File: config.mk
export PLATFORM = sky130hd
export DESIGN_NAME = c_comment_stripper
export DESIGN_NICKNAME = d
export VERILOG_FILES = /design/src/design/ccs_pkg.sv /design/src/design/ccs_core.sv /design/src/design/ccs_burst_buf.sv /design/src/design/c_comment_stripper.sv
export VERILOG_INCLUDE_DIRS = /design/src /design/src/design
export SDC_FILE = /design/constraint.sdc
export NUM_CORES = 1
export LEC_CHECK = 0
export BUFFER_PORTS_ARGS = -buffer_cell sky130_fd_sc_hd__buf_2
export CORE_MARGIN = 2
export CORE_UTILIZATION = 54
export DETAILED_ROUTE_END_ITERATION = 10
export MAX_ROUTING_LAYER = met4
export PLACE_DENSITY = 0.76
export SYNTH_ARGS = -nofsm -noshare
export SYNTH_HDL_FRONTEND = slang
export SYNTH_SLANG_ARGS = --single-unit
File: constraint.sdc
create_clock -name clk -period 2.6 [get_ports clk]
set_clock_uncertainty 0.1 [all_clocks]
set_input_delay 0.13 -clock clk [delete_from_list [all_inputs] [get_ports clk]]
set_output_delay 0.13 -clock clk [all_outputs]
set_load 0.05 [all_outputs]
File: src/design/assert_macros.svh
// Assertion macros shared by the comment stripper RTL.
// Depends on nothing; included by modules that carry assertions.
`ifndef ASSERT_MACROS_SVH
`define ASSERT_MACROS_SVH

// Property checked at every clock edge outside reset.
`define ASSERT_AT(lbl, clk, rst_n, prop, msg) \
	lbl: assert property (@(posedge clk) disable iff (!rst_n) prop) else $error(msg);

// Condition that must never be true outside reset.
`define ASSERT_NEVER(lbl, clk, rst_n, cond, msg) \
	lbl: assert property (@(posedge clk) disable iff (!rst_n) !(cond)) else $error(msg);

`endif

File: src/design/ccs_pkg.sv
// Types, character codes and the per-byte comment scan function of the comment stripper.
// Depends on nothing; used by ccs_core, ccs_burst_buf and c_comment_stripper.
`default_nettype none

package ccs_pkg;

	localparam logic [7:0] CH_SLASH     = 8'h2F;
	localparam logic [7:0] CH_STAR      = 8'h2A;
	localparam logic [7:0] CH_BACKSLASH = 8'h5C;
	localparam logic [7:0] CH_QUOTE     = 8'h22;
	localparam logic [7:0] CH_SPACE     = 8'h20;
	localparam logic [7:0] CH_NEWLINE   = 8'h0A;

	localparam logic [1:0] MODE_CODE   = 2'd0;
	localparam logic [1:0] MODE_STRING = 2'd1;
	localparam logic [1:0] MODE_LINE   = 2'd2;
	localparam logic [1:0] MODE_BLOCK  = 2'd3;

	localparam int MAX_RESULTS = 3;

	typedef struct packed {
		logic [1:0] mode;
		logic       held_slash;
		logic       star_seen;
	} scan_state_t;

	localparam scan_state_t SCAN_RESET = '{mode: MODE_CODE, held_slash: 1'b0, star_seen: 1'b0};

	typedef struct packed {
		scan_state_t st;
		logic [1:0]  n;
		logic [7:0]  c0;
		logic [7:0]  c1;
	} strip_res_t;

	typedef struct packed {
		logic [1:0]                  len;
		logic [MAX_RESULTS-1:0][7:0] ch;
	} burst_t;

	// One byte through the comment stage: next state and up to two output bytes.
	function automatic strip_res_t strip_fn(scan_state_t s, logic [7:0] x);
		strip_res_t r;
		r.st = s;
		r.n  = 2'd0;
		r.c0 = x;
		r.c1 = CH_SPACE;
		case (s.mode)
			MODE_CODE: begin
				if (s.held_slash) begin
					r.st.held_slash = 1'b0;
					if (x == CH_SLASH) begin
						r.st.mode = MODE_LINE;
						r.n  = 2'd2;
						r.c0 = CH_SPACE;
					end else if (x == CH_STAR) begin
						r.st.mode      = MODE_BLOCK;
						r.st.star_seen = 1'b0;
						r.n  = 2'd2;
						r.c0 = CH_SPACE;
					end else begin
						if (x == CH_QUOTE)
							r.st.mode = MODE_STRING;
						r.n  = 2'd2;
						r.c0 = CH_SLASH;
						r.c1 = x;
					end
				end else if (x == CH_SLASH) begin
					r.st.held_slash = 1'b1;
				end else begin
					if (x == CH_QUOTE)
						r.st.mode = MODE_STRING;
					r.n = 2'd1;
				end
			end
			MODE_STRING: begin
				if (x == CH_QUOTE || x == CH_NEWLINE)
					r.st.mode = MODE_CODE;
				r.n = 2'd1;
			end
			MODE_LINE: begin
				if (x == CH_NEWLINE)
					r.st.mode = MODE_CODE;
				else
					r.c0 = CH_SPACE;
				r.n = 2'd1;
			end
			default: begin
				if (s.star_seen && x == CH_SLASH) begin
					r.st.mode      = MODE_CODE;
					r.st.star_seen = 1'b0;
					r.c0 = CH_SPACE;
				end else begin
					r.st.star_seen = (x == CH_STAR);
					r.c0 = (x == CH_NEWLINE) ? CH_NEWLINE : CH_SPACE;
				end
				r.n = 2'd1;
			end
		endcase
		return r;
	endfunction

endpackage

`default_nettype wire

File: src/design/ccs_core.sv
// Input register, splice and scan state, and the per-item step that forms a result burst.
// Depends on ccs_pkg and assert_macros.svh.
`default_nettype none
`include "assert_macros.svh"

module ccs_core (
	input  wire logic            clk,
	input  wire logic            arst_n,
	input  wire logic            in_valid,
	output logic                 in_ready,
	input  wire logic [7:0]      text_char,
	input  wire logic            end_of_text,
	input  wire logic            load_ok,
	output logic                 burst_load,
	output ccs_pkg::burst_t      burst
);

	logic                 vld_s1;
	logic [7:0]           char_s1;
	logic                 eot_s1;
	ccs_pkg::scan_state_t st_q, nxt_st;
	logic                 hb_q, nxt_hb;
	ccs_pkg::strip_res_t  r1, r2;
	ccs_pkg::scan_state_t src2, eot_st;
	logic [1:0]           n1, n2;
	logic [7:0]           a0, a1, b0, b1;
	logic [7:0]           e [4];
	logic [2:0]           total;

	assign burst_load = vld_s1 && load_ok;
	assign in_ready   = !vld_s1 || load_ok;

	always_ff @(posedge clk or negedge arst_n) begin
		if (!arst_n) begin
			vld_s1 <= 1'b0;
		end else if (in_ready) begin
			vld_s1 <= in_valid;
		end
	end

	always_ff @(posedge clk) begin
		if (in_ready && in_valid) begin
			char_s1 <= text_char;
			eot_s1  <= end_of_text;
		end
	end

	always_ff @(posedge clk or negedge arst_n) begin
		if (!arst_n) begin
			st_q <= ccs_pkg::SCAN_RESET;
			hb_q <= 1'b0;
		end else if (burst_load) begin
			st_q <= nxt_st;
			hb_q <= nxt_hb;
		end
	end

	always_comb begin
		r1     = ccs_pkg::strip_fn(st_q, ccs_pkg::CH_BACKSLASH);
		src2   = hb_q ? r1.st : st_q;
		r2     = ccs_pkg::strip_fn(src2, char_s1);
		eot_st = hb_q ? r1.st : st_q;
		nxt_st = st_q;
		nxt_hb = hb_q;
		n1 = 2'd0;
		n2 = 2'd0;
		a0 = r1.c0;
		a1 = r1.c1;
		b0 = r2.c0;
		b1 = r2.c1;
		if (eot_s1) begin
			if (hb_q)
				n1 = r1.n;
			if (eot_st.held_slash) begin
				n2 = 2'd1;
				b0 = ccs_pkg::CH_SLASH;
			end
			nxt_st = ccs_pkg::SCAN_RESET;
			nxt_hb = 1'b0;
		end else if (hb_q) begin
			if (char_s1 == ccs_pkg::CH_NEWLINE) begin
				nxt_hb = 1'b0;
			end else begin
				n1 = r1.n;
				if (char_s1 == ccs_pkg::CH_BACKSLASH) begin
					nxt_st = r1.st;
					nxt_hb = 1'b1;
				end else begin
					n2     = r2.n;
					nxt_st = r2.st;
					nxt_hb = 1'b0;
				end
			end
		end else if (char_s1 == ccs_pkg::CH_BACKSLASH) begin
			nxt_hb = 1'b1;
		end else begin
			n2     = r2.n;
			nxt_st = r2.st;
		end
	end

	always_comb begin
		e[0] = a0;
		e[1] = a1;
		e[2] = ccs_pkg::CH_SPACE;
		e[3] = ccs_pkg::CH_SPACE;
		if (n2 != 2'd0)
			e[n1] = b0;
		if (n2 == 2'd2)
			e[n1 + 2'd1] = b1;
		total     = {1'b0, n1} + {1'b0, n2};
		burst.len = (total > 3'd3) ? 2'd3 : total[1:0];
		burst.ch  = {e[2], e[1], e[0]};
	end

	`ASSERT_AT(a_eot_resets, clk, arst_n,
		(burst_load && eot_s1) |=> (st_q == ccs_pkg::SCAN_RESET && !hb_q),
		"end of text did not reset scan state")
	`ASSERT_NEVER(a_slash_only_code, clk, arst_n,
		st_q.held_slash && st_q.mode != ccs_pkg::MODE_CODE,
		"held slash outside code mode")
	`ASSERT_NEVER(a_star_only_block, clk, arst_n,
		st_q.star_seen && st_q.mode != ccs_pkg::MODE_BLOCK,
		"star flag outside block comment")

endmodule

`default_nettype wire

File: src/design/ccs_burst_buf.sv
// Result register holding one burst of up to three bytes, drained one item per cycle while out_ready is high.
// Depends on ccs_pkg and assert_macros.svh.
`default_nettype none
`include "assert_macros.svh"

module ccs_burst_buf (
	input  wire logic            clk,
	input  wire logic            arst_n,
	input  wire logic            burst_load,
	input  ccs_pkg::burst_t      burst,
	output logic                 load_ok,
	output logic                 out_valid,
	input  wire logic            out_ready,
	output logic [7:0]           out_char,
	output logic                 last_of_run
);

	logic [ccs_pkg::MAX_RESULTS-1:0][7:0] ch_q;
	logic [1:0]                           cnt_q;
	logic                                 pop;

	assign out_valid   = (cnt_q != 2'd0);
	assign pop         = out_valid && out_ready;
	assign load_ok     = (cnt_q == 2'd0) || (cnt_q == 2'd1 && out_ready);
	assign out_char    = ch_q[0];
	assign last_of_run = (cnt_q == 2'd1);

	always_ff @(posedge clk or negedge arst_n) begin
		if (!arst_n) begin
			cnt_q <= 2'd0;
		end else if (burst_load) begin
			cnt_q <= burst.len;
		end else if (pop) begin
			cnt_q <= cnt_q - 2'd1;
		end
	end

	always_ff @(posedge clk) begin
		if (burst_load) begin
			ch_q <= burst.ch;
		end else if (pop) begin
			ch_q <= {ccs_pkg::CH_SPACE, ch_q[2], ch_q[1]};
		end
	end

	`ASSERT_AT(a_pop_counts_down, clk, arst_n,
		(pop && !burst_load) |=> (cnt_q == $past(cnt_q) - 2'd1),
		"burst count did not step down on a taken item")
	`ASSERT_NEVER(a_no_overwrite, clk, arst_n,
		burst_load && cnt_q > 2'd1,
		"burst loaded over undelivered results")

endmodule

`default_nettype wire

File: src/design/c_comment_stripper.sv
// Top level of the C comment stripper: input stage plus scan logic, then the burst register.
// Depends on ccs_pkg, ccs_core and ccs_burst_buf.
// Takes one source byte per item and gives the cleaned text one byte per item. An item is
// accepted every cycle while out_ready is high and each item yields at most one result; an item
// that yields k results (up to three, from flushing a held slash or backslash) holds the output
// burst register until all k are taken, and the next item waits until the burst is down to
// its last byte. Items that are only held (a slash or backslash) or a spliced newline give
// no result. An accepted item passes the input register, then the burst register.
`default_nettype none

module c_comment_stripper (
	input  wire logic       clk,
	input  wire logic       arst_n,
	input  wire logic       in_valid,
	output logic            in_ready,
	input  wire logic [7:0] text_char,
	input  wire logic       end_of_text,
	output logic            out_valid,
	input  wire logic       out_ready,
	output logic [7:0]      out_char,
	output logic            last_of_run
);

	logic            load_ok;
	logic            burst_load;
	ccs_pkg::burst_t burst;

	ccs_core u_core (
		.clk         (clk),
		.arst_n      (arst_n),
		.in_valid    (in_valid),
		.in_ready    (in_ready),
		.text_char   (text_char),
		.end_of_text (end_of_text),
		.load_ok     (load_ok),
		.burst_load  (burst_load),
		.burst       (burst)
	);

	ccs_burst_buf u_buf (
		.clk         (clk),
		.arst_n      (arst_n),
		.burst_load  (burst_load),
		.burst       (burst),
		.load_ok     (load_ok),
		.out_valid   (out_valid),
		.out_ready   (out_ready),
		.out_char    (out_char),
		.last_of_run (last_of_run)
	);

endmodule

`default_nettype wire

**After elaboration in Yosys (flattened, before gate mapping)**

Cells that the tools add are included.

- Equality and inequality tests: 14
- Add/sub/neg operators: 3
- Bitwise gates (word level): 2
- Shifts and indexed selects: 0
- $lt $le $gt $ge: 5
- Reductions and logical operators: 21
- Multiply operators: 0
- Muxes and demuxes: 70
- Div/mod/pow operators: 0

Operator list:

| operator | count |
|---|---|
| $mux W8 | 10 |
| $bwmux W32 | 2 |
| $mux W32 | 2 |
| $mux W24 | 2 |
| $mux W2 | 23 |
| $demux W8 S2 | 2 |
| $mux W4 | 7 |
| $eq A8 B6 Y1 const B | 3 |
| $pmux W8 S3 | 1 |
| $mux W16 | 1 |
| $mux W15 | 1 |
| $mux W1 | 14 |
| $pmux W7 S2 | 1 |
| $eq A8 B4 Y1 const B | 1 |
| $eq A8 B7 Y1 const B | 1 |
| $logic_and A1 B1 Y1 | 7 |
| $eq A2 B1 Y1 const B | 3 |
| $eq A2 B2 Y1 const B | 3 |
| $ge A3 B3 Y1 const B | 2 |
| $logic_not A2 Y1 | 3 |
| $lt A3 B1 Y1 const B | 2 |
| $mux W6 | 1 |
| $ne A3 B1 Y1 const B | 2 |
| $not A2 Y3 | 2 |
| 15 further kinds | 19 |

- Output and inout bits: 11
- Input bits: 13
- Memories kept: 0
- RAM bits: 0
- ROM bits: 0
- Flip-flop bits (word level): 41
- Logic and storage cells: 126
- Latch bits: 0

**Logic depth before layout (Yosys ltp)**

Gate-level depths: netlist of the first run.

- Depth in word-level cells: 15
- Depth in mapped cells: 10
- Gate-level depth less buffers: 9

**Cells and area by module**

A second synthesis of the first run with hierarchy kept.

- Cell total of the unflattened synthesis: 261
- Area total of the unflattened synthesis: 2796.4 um2

Modules (own cells, without submodules):

| module | cells an instance | instances | area each (um2) | sequential area each (um2) |
|---|---|---|---|---|
| ccs_core | 184 | 1 | 1609.0 | 420.4 |
| ccs_burst_buf | 77 | 1 | 1187.4 | 770.7 |

**Least setup slack after synthesis of the first run**

OpenSTA, ideal clock, no wires.

- Path type: flip-flop to flip-flop
- Start point: register u_buf.cnt_q[1]
- End point: register u_buf.ch_q[10] in the netlist's numbering (enable)
- Data required time: 2142 ps
- Setup slack: 24 ps
- Stages on the path, launching flop included: 8
- Path buffers: 2
- Setup time: 358 ps
- Arrival time: 2117 ps
- Clock period less this slack: 2576 ps
- Path through: dfrtp_1 inv_1 ha_1 a21oi_1 nor2b_1 clkbuf_1 clkbuf_1 or2_2

- Cells in the longest elaborated chain, start to end: 5
- Elaborated cells between the ends (all ways): 8
- Classes of those cells: eq/ne (1); reduce/logical (7)

Ends and longest elaborated chain:

| what | line | text |
|---|---|---|
| from (decl) | ccs_burst_buf.sv:19 | `logic [1:0] cnt_q;` |
| from (signal assigned) | ccs_burst_buf.sv:32 | `cnt_q <= burst.len;` |
| from (signal assigned) | ccs_burst_buf.sv:34 | `cnt_q <= cnt_q - 2'd1;` |
| $eq A2 B1 Y1 | -- |  |
| via last_of_run | c_comment_stripper.sv:21 | `output logic last_of_run` |
| $logic_and A1 B1 Y1 | ccs_burst_buf.sv:24 | `assign load_ok = (cnt_q == 2'd0) \|\| (cnt_q == 2'd1 && out_ready);` |
| $logic_or A1 B1 Y1 | ccs_burst_buf.sv:24 |  |
| $logic_and A1 B1 Y1 | ccs_core.sv:30 | `assign burst_load = vld_s1 && load_ok;` |
| $reduce_bool A2 Y1 (no line) | -- |  |
| to (signal assigned) | ccs_burst_buf.sv:40 | `ch_q <= burst.ch;` |
| to (signal assigned) | ccs_burst_buf.sv:42 | `ch_q <= {ccs_pkg::CH_SPACE, ch_q[2], ch_q[1]};` |
| to (decl) | ccs_burst_buf.sv:18 | `logic [ccs_pkg::MAX_RESULTS-1:0][7:0] ch_q;` |

The timed path passes the listed nets, and every way through them passes these cells.
A chain may end at the register's enable or synchronous reset.

**Final worst setup path of the first run**

- Start point: register u_core.char_s1[2]
- End point: register u_buf.cnt_q[1]

- Cells in the longest elaborated chain, start to end: 12
- Elaborated cells between the ends (all ways): 17
- Classes of those cells: add/sub (1); order compare (1); eq/ne (3); mux (12)

Ends and longest elaborated chain:

| what | line | text |
|---|---|---|
| from (decl) | ccs_core.sv:19 | `logic [7:0] char_s1;` |
| from (signal assigned) | ccs_core.sv:43 | `char_s1 <= text_char;` |
| $eq A8 B6 Y1 | ccs_pkg.sv:52, ccs_pkg.sv:68 |  |
| $mux W1 | ccs_pkg.sv:68 | `end else if (x == CH_SLASH) begin` |
| $mux W2 | ccs_pkg.sv:50 | `if (s.held_slash) begin` |
| $mux W2 | ccs_pkg.sv:48 | `case (s.mode)` |
| $mux W2 | ccs_core.sv:85, ccs_core.sv:94 |  |
| $mux W2 | ccs_core.sv:81 | `if (char_s1 == ccs_pkg::CH_NEWLINE) begin` |
| $mux W2 | ccs_core.sv:80 | `end else if (hb_q) begin` |
| $mux W2 | ccs_core.sv:71 | `if (eot_s1) begin` |
| $add A2 B2 Y3 * | ccs_core.sv:111 | `total = {1'b0, n1} + {1'b0, n2};` |
| $gt A3 B2 Y1 | ccs_core.sv:112 | `burst.len = (total > 3'd3) ? 2'd3 : total[1:0];` |
| $mux W2 * | ccs_core.sv:112 |  |
| $mux W2 * | ccs_burst_buf.sv:31 | `end else if (burst_load) begin` |

Mark *: on every way between the ends. The rest lies on a longest branch, timed or not.

==> flow_metrics.py, run 1 <==
metrics = {
    "worst_setup_path": {
        "cp.arrival_ps": 2570,
        "cp_max_fo": 2,
        "cp-end-kind": "flop",
        "startpoint_type": "flop",
        "r2r_start": "u_core.char_s1[2]",
        "reg2reg_slack_ps": 110,
        "critPathKind": "flop to flop",
        "rr_endpoint": "u_buf.cnt_q[1]",
        "rr_worst_depth": 8,
        "critPathRequiredTime_ps": 2680,
    },
    "clock_network": {
        "clk_pin_slew_worst_paths_ps": 70,
        "cts_tree": "yes",
        "cts.sinks": 41,
        "clockRootBuffer": "clkbuf_8",
        "post_cts_buffers": 0,
        "cts_max_path_buffers": 2,
        "cts_buffers": 5,
        "htreeDepth": 2,
        "clk_latency_ps": 290,
    },
    "timing": {
        "slew_viol_final": 0,
        "setup_viol_count_final": 0,
        "relSlewSlack_pct": 51.6,
        "period_needed_ps": 2490,
        "finalHoldViolations": 0,
        "post-route-period-util_pct": 95.8,
        "max_freq_ghz": 0.402,
        "fin_ws_ps": 109,
        "worst_slew_pin_slew_ps": 720,
    },
    "final_layout": {
        "diodes": 0,
        "area_delta_synth_final_pct": 16.8,
        "register_area_um2": 1190,
        "final_area_um2": 3130,
        "layout-drive-gt1-share_pct": 24.1,
        "multi_input_area_um2": 1320,
        "fillers": 408,
        "final_nets": 332,
    },
    "global_routing": {
        "grt_pass1_wl_um": 10500,
        "gr-usage-all-layers_pct": 25.9,
        "grt_max_degree": 25,
        "grt_pass1_vias": 2217,
        "antenna_found_initial": 0,
        "overflow": 0,
    },
    "place": {
        "gpl.final_weighted_congestion": 0.995,
        "dpl.hpwl_um": 4800,
        "placed_area_um2": 2900,
        "port_buffers": 23,
        "pre_cts_slack_ps": 107,
    },
    "pwr": {
        "p_total_mw": 3.32,
        "pwr-share-clk_pct": 14.7,
        "comb_power_share_pct": 49.4,
        "switching_share_pct": 43.1,
        "p_per_area_nw_per_um2": 1060,
        "irDropWorstVdd_v": 0.000529,
        "leakagePower_nw": 1.23,
        "power_frac_seq_pct": 35.9,
        "p_int_mw": 1.89,
        "power_switching_mw": 1.43,
    },
    "min_path": {
        "hold_path_class": "primary input to async pin",
    },
    "logic_synthesis": {
        "synth_seq_cells": 41,
        "syn_nets": 293,
        "synth_cell_types": 69,
        "yosysWarnings": 0,
        "ys_top_cells_by_area": "edfxtp_1 37%, dfrtp_1 7.5%, a21oi_1 4.3%, ha_1 3.3%, nor2_1 3.2%",
        "synthFlopType": "edfxtp_1",
        "netlist_area_um2": 2680,
        "yosysTopAreaCellShare_pct": 36.9,
        "yosysTopAreaCell": "edfxtp_1",
        "async_reset_ff_share_pct": 19.5,
        "syn_inst": 272,
        "ys_seq_area_share_pct": 44.4,
        "synthTopCellsByCount": "33 x edfxtp_1, 23 x a21oi_1, 23 x nor2_1",
        "syn_area_per_cell_um2": 9.87,
        "synth_edf_count": 33,
        "synth.most_common_cell": "edfxtp_1",
    },
    "detailed_routing": {
        "vias": 2297,
        "dr.first_iter.drc_count": 154,
        "dr.pass1.iters": 4,
        "drc_errors": 0,
        "antenna_left": 0,
        "vias_per_cell": 6.08,
        "wl_per_cell_um": 16.8,
        "wirelength_um": 6370,
    },
    "floorplanning": {
        "core_area_um2": 4750,
        "fp.dieH_um": 74.5,
        "dieArea_um2": 5550,
        "ioPinCount": 24,
        "dieWidth_um": 74.5,
        "start_util_pct": 56.4,
        "row_count": 25,
    },
    "run": {
        "cap_violations": 0,
    },
    "status": {
        "outcome": "completed",
    },
}
sequential cells by signal (all words and copies together) (netlist names):
| register | count |
|---|---|
| u_core.hb_q | 1 |
| u_core.st_q | 2 |
| u_core.vld_s1 | 1 |
| u_buf.ch_q | 16 |
| u_buf.cnt_q | 2 |
| u_core.char_s1 | 8 |
| u_buf.out_char | 8 |
| u_core.r1 | 2 |
| u_core.eot_s1 | 1 |
worst max-delay path by stage:
stage | startpoint | endpoint | slack, ps | depth (start not counted)
floorplan | u_buf.cnt_q[1] | u_buf.ch_q[10] | 20 | 7
global placement | u_core.char_s1[2] | u_buf.cnt_q[1] | 180 | 8
detailed placement | u_core.char_s1[2] | u_buf.cnt_q[1] | 110 | 8
CTS | u_core.char_s1[2] | u_buf.cnt_q[1] | 90 | 8
global route | u_core.char_s1[2] | u_buf.cnt_q[1] | -8 | 8
finish | u_core.char_s1[2] | u_buf.cnt_q[1] | 110 | 8
power groups by stage:
stage,Combinational (mW),Sequential (mW),Clock [mW]
final,1.64,1.19,0.490
after floorplan,1.32,1.17,0
after global routing,1.81,1.22,0.518
after detailed placement,1.61,1.20,0
after global placement,1.59,1.19,0
after CTS,1.63,1.19,0.497
routing by layer:
| layer | up-vias | routed length (um) | part of all wire [%] | global-route usage [%] |
|---|---|---|---|---|
| li1 | 1087 | - | - | - |
| met1 | 1112 | 2790 | 44 | 32.3 |
| met2 | 77 | 3070 | 48 | 42.3 |
| met3 | 21 | 329 | 5.2 | 4.07 |
| met4 | 0 | 189 | 3.0 | 9.92 |
| met5 | - | 0 | 0 | - |
layout make-up:
cell class	instances	share of cell area, %
multi-input combinational	197	42.2
tap	67	2.67
timing repair buffer	57	12.7
clock inverter	2	1.12
sequential	41	38.0
clock buffer	5	2.20
inverter	9	1.08
critical path, stage by stage, from the launching register on:
cell	delay, ps
edfxtp_1	410
or4b_4	600
o21ai_4	160
a221o_1	160
nand2_1	60
ha_1	210
fa_1	460
nor3_2	170
a21oi_1	50
placed cells by master, fill, tap and decap left out, drive strengths merged, types with 7 or more instances in the layout:
cell	n
a21oi	24
buf	46
dfrtp	8
dlygate4sd3	11
edfxtp	33
ha	7
inv	8
nand2	21
nor2	25
nor2b	7
nor3	9
o21ai	18
repair_timing:
item	CTS	global route
hold buffers	11	0
endpoints found under the setup margin	0	3
resized for setup	0	3
endpoints found under the hold margin	18	0
logic make-up (layout without fill, tap and decap cells):
group	count (synthesis)	in the layout	synth area share, %
buffers and inverters	34	73	6.90
AOI/OAI and AO/OA	78	78	19.9
adders and majority gates	8	8	4.01
and+or+nand+nor	107	107	23.3
xor gates and xnor gates	2	2	0.653
DFF	41	41	44.4
muxes	2	2	0.839
metrics by stage:
step,hold WS [ps],utilization (%),TNS [ps],std cells
final,105,65.9,0,378
after global routing,134,65.9,-7.78,378
after CTS,105,65.6,0,378
after detailed placement,-117,61.1,0,360
after global placement,-119,61.1,0,360
after floorplan,-266,-,0,272
Note: power is estimated with default switching activity, not from simulation.
==> run 2: changes to the inputs <==
Settings changed: HOLD_SLACK_MARGIN set to 0.12.
==> run 2 against run 1 <==
Against the previous run:
- die area unchanged
- wire length up 0.20%
- core utilization up 0.21 points
- combinational power about the same
- critical endpoint is now u_buf.cnt_q[0]
- largest cell class unchanged
- largest power group unchanged
==> flow_metrics.py, run 2 (same netlist as run 1, synthesis figures left out) <==
metrics = {
    "place": {
        "dp.cells": 360,
        "port_buffers": 23,
        "gpl.final_weighted_congestion": 0.995,
        "dpl.hpwl_um": 4800,
        "pre_cts_slack_ps": 107,
    },
    "detailed_routing": {
        "antenna_left": 0,
        "vias": 2297,
        "dr.pass1.iters": 4,
        "dr.first_iter.drc_count": 154,
        "wl_per_cell_um": 16.8,
        "drc_errors": 0,
        "vias_per_cell": 6.06,
        "wirelength_um": 6380,
    },
    "clock_network": {
        "clk_pin_slew_worst_paths_ps": 70,
        "post_cts_buffers": 0,
        "cts_max_path_buffers": 2,
        "clk_latency_ps": 290,
        "cts_tree": "yes",
        "cts_buffers": 5,
        "clockRootBuffer": "clkbuf_8",
        "htreeDepth": 2,
        "cts.sinks": 41,
    },
    "floorplanning": {
        "row_count": 25,
        "dieWidth_um": 74.5,
        "start_util_pct": 56.4,
        "dieArea_um2": 5550,
        "fp.dieH_um": 74.5,
        "ioPinCount": 24,
        "core_area_um2": 4750,
    },
    "worst_setup_path": {
        "cp_max_fo": 2,
        "critPathRequiredTime_ps": 2680,
        "cp-end-kind": "flop",
        "r2r_start": "u_core.char_s1[2]",
        "crit_path_start": "u_core.char_s1[2]",
        "critPathKind": "flop to flop",
        "cp.arrival_ps": 2590,
        "startpoint_type": "flop",
    },
    "global_routing": {
        "grt_pass1_vias": 2216,
        "gr-usage-all-layers_pct": 26.0,
        "antenna_found_initial": 0,
        "grt_pass1_wl_um": 10500,
        "grt_max_degree": 25,
        "overflow": 0,
    },
    "final_layout": {
        "largest_register": "u_buf.ch_q",
        "diodes": 0,
        "largest_register_ffs": 16,
        "final_nets": 333,
        "layout-drive-gt1-share_pct": 24.0,
        "fin_util_pct": 66.1,
        "multi_input_area_um2": 1320,
        "layout_common_cells": "33 x edfxtp_1, 23 x nor2_1, 23 x buf_2, 23 x buf_4, 22 x a21oi_1",
        "register_area_um2": 1190,
        "layout_commonest_cell": "edfxtp_1",
        "layout.cells.non_filler": 379,
        "area_delta_synth_final_pct": 17.2,
        "fillers": 407,
    },
    "min_path": {
        "holdCritStartpoint": "out_ready",
        "hold_path_class": "primary input to flop",
    },
    "timing": {
        "finalHoldViolations": 0,
        "worst_slew_pin_slew_ps": 715,
        "max_freq_ghz": 0.398,
        "relSlewSlack_pct": 51.9,
        "post-route-period-util_pct": 96.5,
        "setup_viol_count_final": 0,
        "slew_viol_final": 0,
        "period_needed_ps": 2510,
        "fin_ws_ps": 90.6,
    },
    "status": {
        "outcome": "completed",
    },
    "pwr": {
        "leakagePower_nw": 1.24,
        "irDropWorstVdd_v": 0.000526,
        "p_per_area_nw_per_um2": 1060,
    },
    "run": {
        "cap_violations": 0,
    },
}
run 2: cell types whose count changed in the layout (fill, tap and decap cells not counted):
cell           change
dlygate4sd3_1      +1
run 2: what timing repair did:
action / 4_1_cts / 5_1_grt
hold buffers: 12 / 0
setup endpoints to repair: 0 / 3
resized for setup: 0 / 3
endpoints found under the hold margin: 18 / 0
run 2: worst paths after layout:
kind                                  end  slack (ps)  cells past startpoint
setup / recovery           u_buf.cnt_q[0]          90                      8
hold / removal              u_core.vld_s1         130                      4
setup reg to reg           u_buf.cnt_q[0]          90                      8
hold reg to reg            u_buf.ch_q[12]         430                      2
max in group asynchronous  u_buf.cnt_q[0]        1430                      3
min in group asynchronous  u_buf.cnt_q[1]         710                      3
run 2: routing by layer:
metal,global-route usage (%),vias to the layer above,routed length [um]
met5,-,-,0
met3,4.07,17,263
met1,32.7,1118,2870
met4,9.92,0,168
met2,42.2,71,3080
li1,-,1091,-
run 2: layout make-up:
type,count,share of cell area [%]
Clock inverter,2,1.11
Tap cell,67,2.67
Sequential cell,41,37.9
Timing Repair Buffer,58,13.0
Multi-Input combinational cell,197,42.1
Clock buffer,5,2.19
Inverter,9,1.07
run 2: worst max-delay path, stage by stage, from the launching register on:
cell and delay, ps:
edfxtp_1 410, or4b_4 600, o21ai_4 160, a221o_1 160, nand2_1 60, ha_1 210
fa_1 400, nor3_1 230, a21oi_1 60
run 2: where the power goes:
group | switching, mW | internal [mW] | total (mW)
Clock | 0.211 | 0.279 | 0.490
Combinational | 1.10 | 0.542 | 1.64
Sequential | 0.119 | 1.07 | 1.19
Total | 1.43 | 1.89 | 3.32
run 2: through the flow:
step	hold WS (ps)	power, mW	instance area, um2	TNS [ps]
5_1_grt	168	3.55	3140	-4.75
2_1_floorplan	-266	2.49	2680	0
4_1_cts	120	3.32	3130	0
3_5_place_dp	-117	2.82	2900	0
3_3_place_gp	-119	2.79	2900	0
6_report	125	3.32	3140	0
==> run 3: changes to the inputs <==
Settings changed: BUFFER_PORTS_ARGS -buffer_cell sky130_fd_sc_hd__buf_2 to unset, CORE_UTILIZATION 54 to 57, DONT_BUFFER_PORTS set to 1, PLACE_DENSITY 0.76 to 0.75, REMOVE_ABC_BUFFERS set to 1.
==> run 3 against run 2 <==
Against the previous run:
- non-clock buffer count decreased by 20
- final area decreased by 4.0%
- register-to-register slack improved by 30 ps
- setup slack improved by 33 ps
- sequential cell count unchanged
- hold slack improved by 19 ps
- fmax increased by 1.3%
- final cell count decreased by 9.2%
- largest power group is now registers
- critical endpoint is now u_buf.cnt_q[1]
- highest routed layer unchanged
==> flow_metrics.py, run 3 (same netlist as run 1, synthesis figures left out) <==
metrics = {
    "timing": {
        "setup_viol_count_final": 0,
        "finalHoldViolations": 0,
        "period_needed_ps": 2480,
        "slew_viol_final": 0,
        "max_freq_ghz": 0.404,
        "post-route-period-util_pct": 95.3,
        "rsz0062_at_grt": "no",
        "worst_slew_pin_slew_ps": 668,
        "relSlewSlack_pct": 55.0,
    },
    "place": {
        "dpl.hpwl_um": 4550,
        "placed_area_um2": 2790,
        "gpl.final_weighted_congestion": 0.979,
        "port_buffers": 0,
        "dp.cells": 325,
    },
    "clock_network": {
        "htreeDepth": 2,
        "clk_pin_slew_worst_paths_ps": 70,
        "clk_latency_ps": 300,
        "clockRootBuffer": "clkbuf_8",
        "cts_buffers": 5,
        "cts_tree": "yes",
        "cts.sinks": 41,
        "cts_max_path_buffers": 2,
    },
    "worst_setup_path": {
        "critPathKind": "flop to flop",
        "path_buf_inv": 0,
        "slowest_stage": "or4b_4",
        "cp_top_family": "simple AND/OR/NAND/NOR gates",
        "cp_max_fo": 7,
        "cp-end-kind": "flop",
        "critPathRequiredTime_ps": 2680,
        "critPathMaxStageDelay_ps": 530,
        "cp.arrival_ps": 2550,
        "cp_cell_sequence": "or4b_4, o21ai_2, a221o_1, nand2_1, ha_1, fa_1, nor3_1, a21oi_1",
        "startpoint_type": "flop",
    },
    "global_routing": {
        "grt_max_degree": 25,
        "grt_pass1_vias": 2129,
        "overflow": 0,
        "antenna_found_initial": 0,
        "gr-usage-all-layers_pct": 27.0,
        "grt_pass1_wl_um": 10400,
    },
    "final_layout": {
        "diodes": 0,
        "layout-drive-gt1-share_pct": 18.5,
        "final_area_um2": 3020,
        "largest_register": "u_buf.ch_q",
        "largest_register_ffs": 16,
        "area_delta_synth_final_pct": 12.4,
        "layout_common_cells": "33 x edfxtp_1, 26 x buf_4, 23 x nor2_1, 23 x a21oi_1, 21 x nand2_1",
        "layout.cells.non_filler": 344,
        "final_nets": 313,
        "layout_commonest_cell": "edfxtp_1",
    },
    "detailed_routing": {
        "antenna_left": 0,
        "vias": 2224,
        "drc_errors": 0,
        "wl_per_cell_um": 18.1,
        "dr.pass1.iters": 5,
        "vias_per_cell": 6.47,
        "wirelength_um": 6240,
        "dr.first_iter.drc_count": 189,
    },
    "floorplanning": {
        "start_util_pct": 60.4,
        "row_count": 24,
        "ioPinCount": 24,
        "dieWidth_um": 72.6,
        "core_area_um2": 4440,
        "fp.dieH_um": 72.6,
        "dieArea_um2": 5270,
    },
    "pwr": {
        "p_per_area_nw_per_um2": 1090,
        "leakagePower_nw": 1.16,
        "irDropWorstVdd_v": 0.000618,
    },
    "run": {
        "cap_violations": 0,
    },
    "min_path": {
        "hold_path_class": "primary input to flop",
    },
    "status": {
        "outcome": "completed",
    },
}
[run 3: cell type report]
class | count | area, um2
Timing Repair Buffer | 38 | 315
Clock buffer | 5 | 68.8
Clock inverter | 2 | 35.0
Sequential cell | 41 | 1190
Inverter | 9 | 33.8
Tap cell | 52 | 65.1
Fill cell | 375 | 1430
Multi-Input combinational cell | 197 | 1310
[run 3: worst paths after layout]
kind	slack, ps	cells past startpoint	end	start
hold / removal	140	3	u_buf.cnt_q[0]	out_ready
setup / recovery	120	8	u_buf.cnt_q[1]	u_core.char_s1[1]
min in group asynchronous	640	2	u_core.r1[21]	arst_n
setup reg to reg	120	8	u_buf.cnt_q[1]	u_core.char_s1[1]
max in group asynchronous	1460	2	u_buf.cnt_q[1]	arst_n
hold reg to reg	430	2	u_buf.ch_q[12]	u_buf.ch_q[20]
[run 3: worst reg2reg max path: stages, from the launching register on]
cell	delay, ps
edfxtp_1	470
or4b_4	530
o21ai_2	170
a221o_1	160
nand2_1	60
ha_1	210
fa_1	430
nor3_1	180
a21oi_1	60
[run 3: stage by stage]
step	hold WS, ps	TNS [ps]	setup slack (ps)	power [mW]	util, %
floorplan	-266	-775	-32.3	2.35	-
global placement	-265	0	164	2.73	62.8
detailed placement	-265	0	165	2.76	62.8
CTS	137	0	145	3.27	67.9
global route	166	0	12.8	3.49	67.9
finish	144	0	123	3.28	67.9
[run 3: power by group]
part / total (mW) / switching [mW] / internal [mW]
registers: 1.43 / 0.347 / 1.08
clock network: 0.498 / 0.219 / 0.279
logic: 1.35 / 0.847 / 0.504
total: 3.28 / 1.41 / 1.86
[run 3: repair_timing]
item                                    in CTS  in global routing
gates resized for setup                      0                  1
hold buffers                                12                  0
buffers inserted                             0                  0
hold endpoints to repair                    18                  0
endpoints found under the setup margin       0                  1
[run 3: routing by layer]
metal	wire length [um]	up-vias	track usage [%]	share of wire, %
met5	0	-	-	0
met4	161	0	11.3	2.6
met3	431	22	5.66	6.9
met2	3010	106	42.2	48
met1	2630	1043	34.3	42
li1	-	1053	-	-
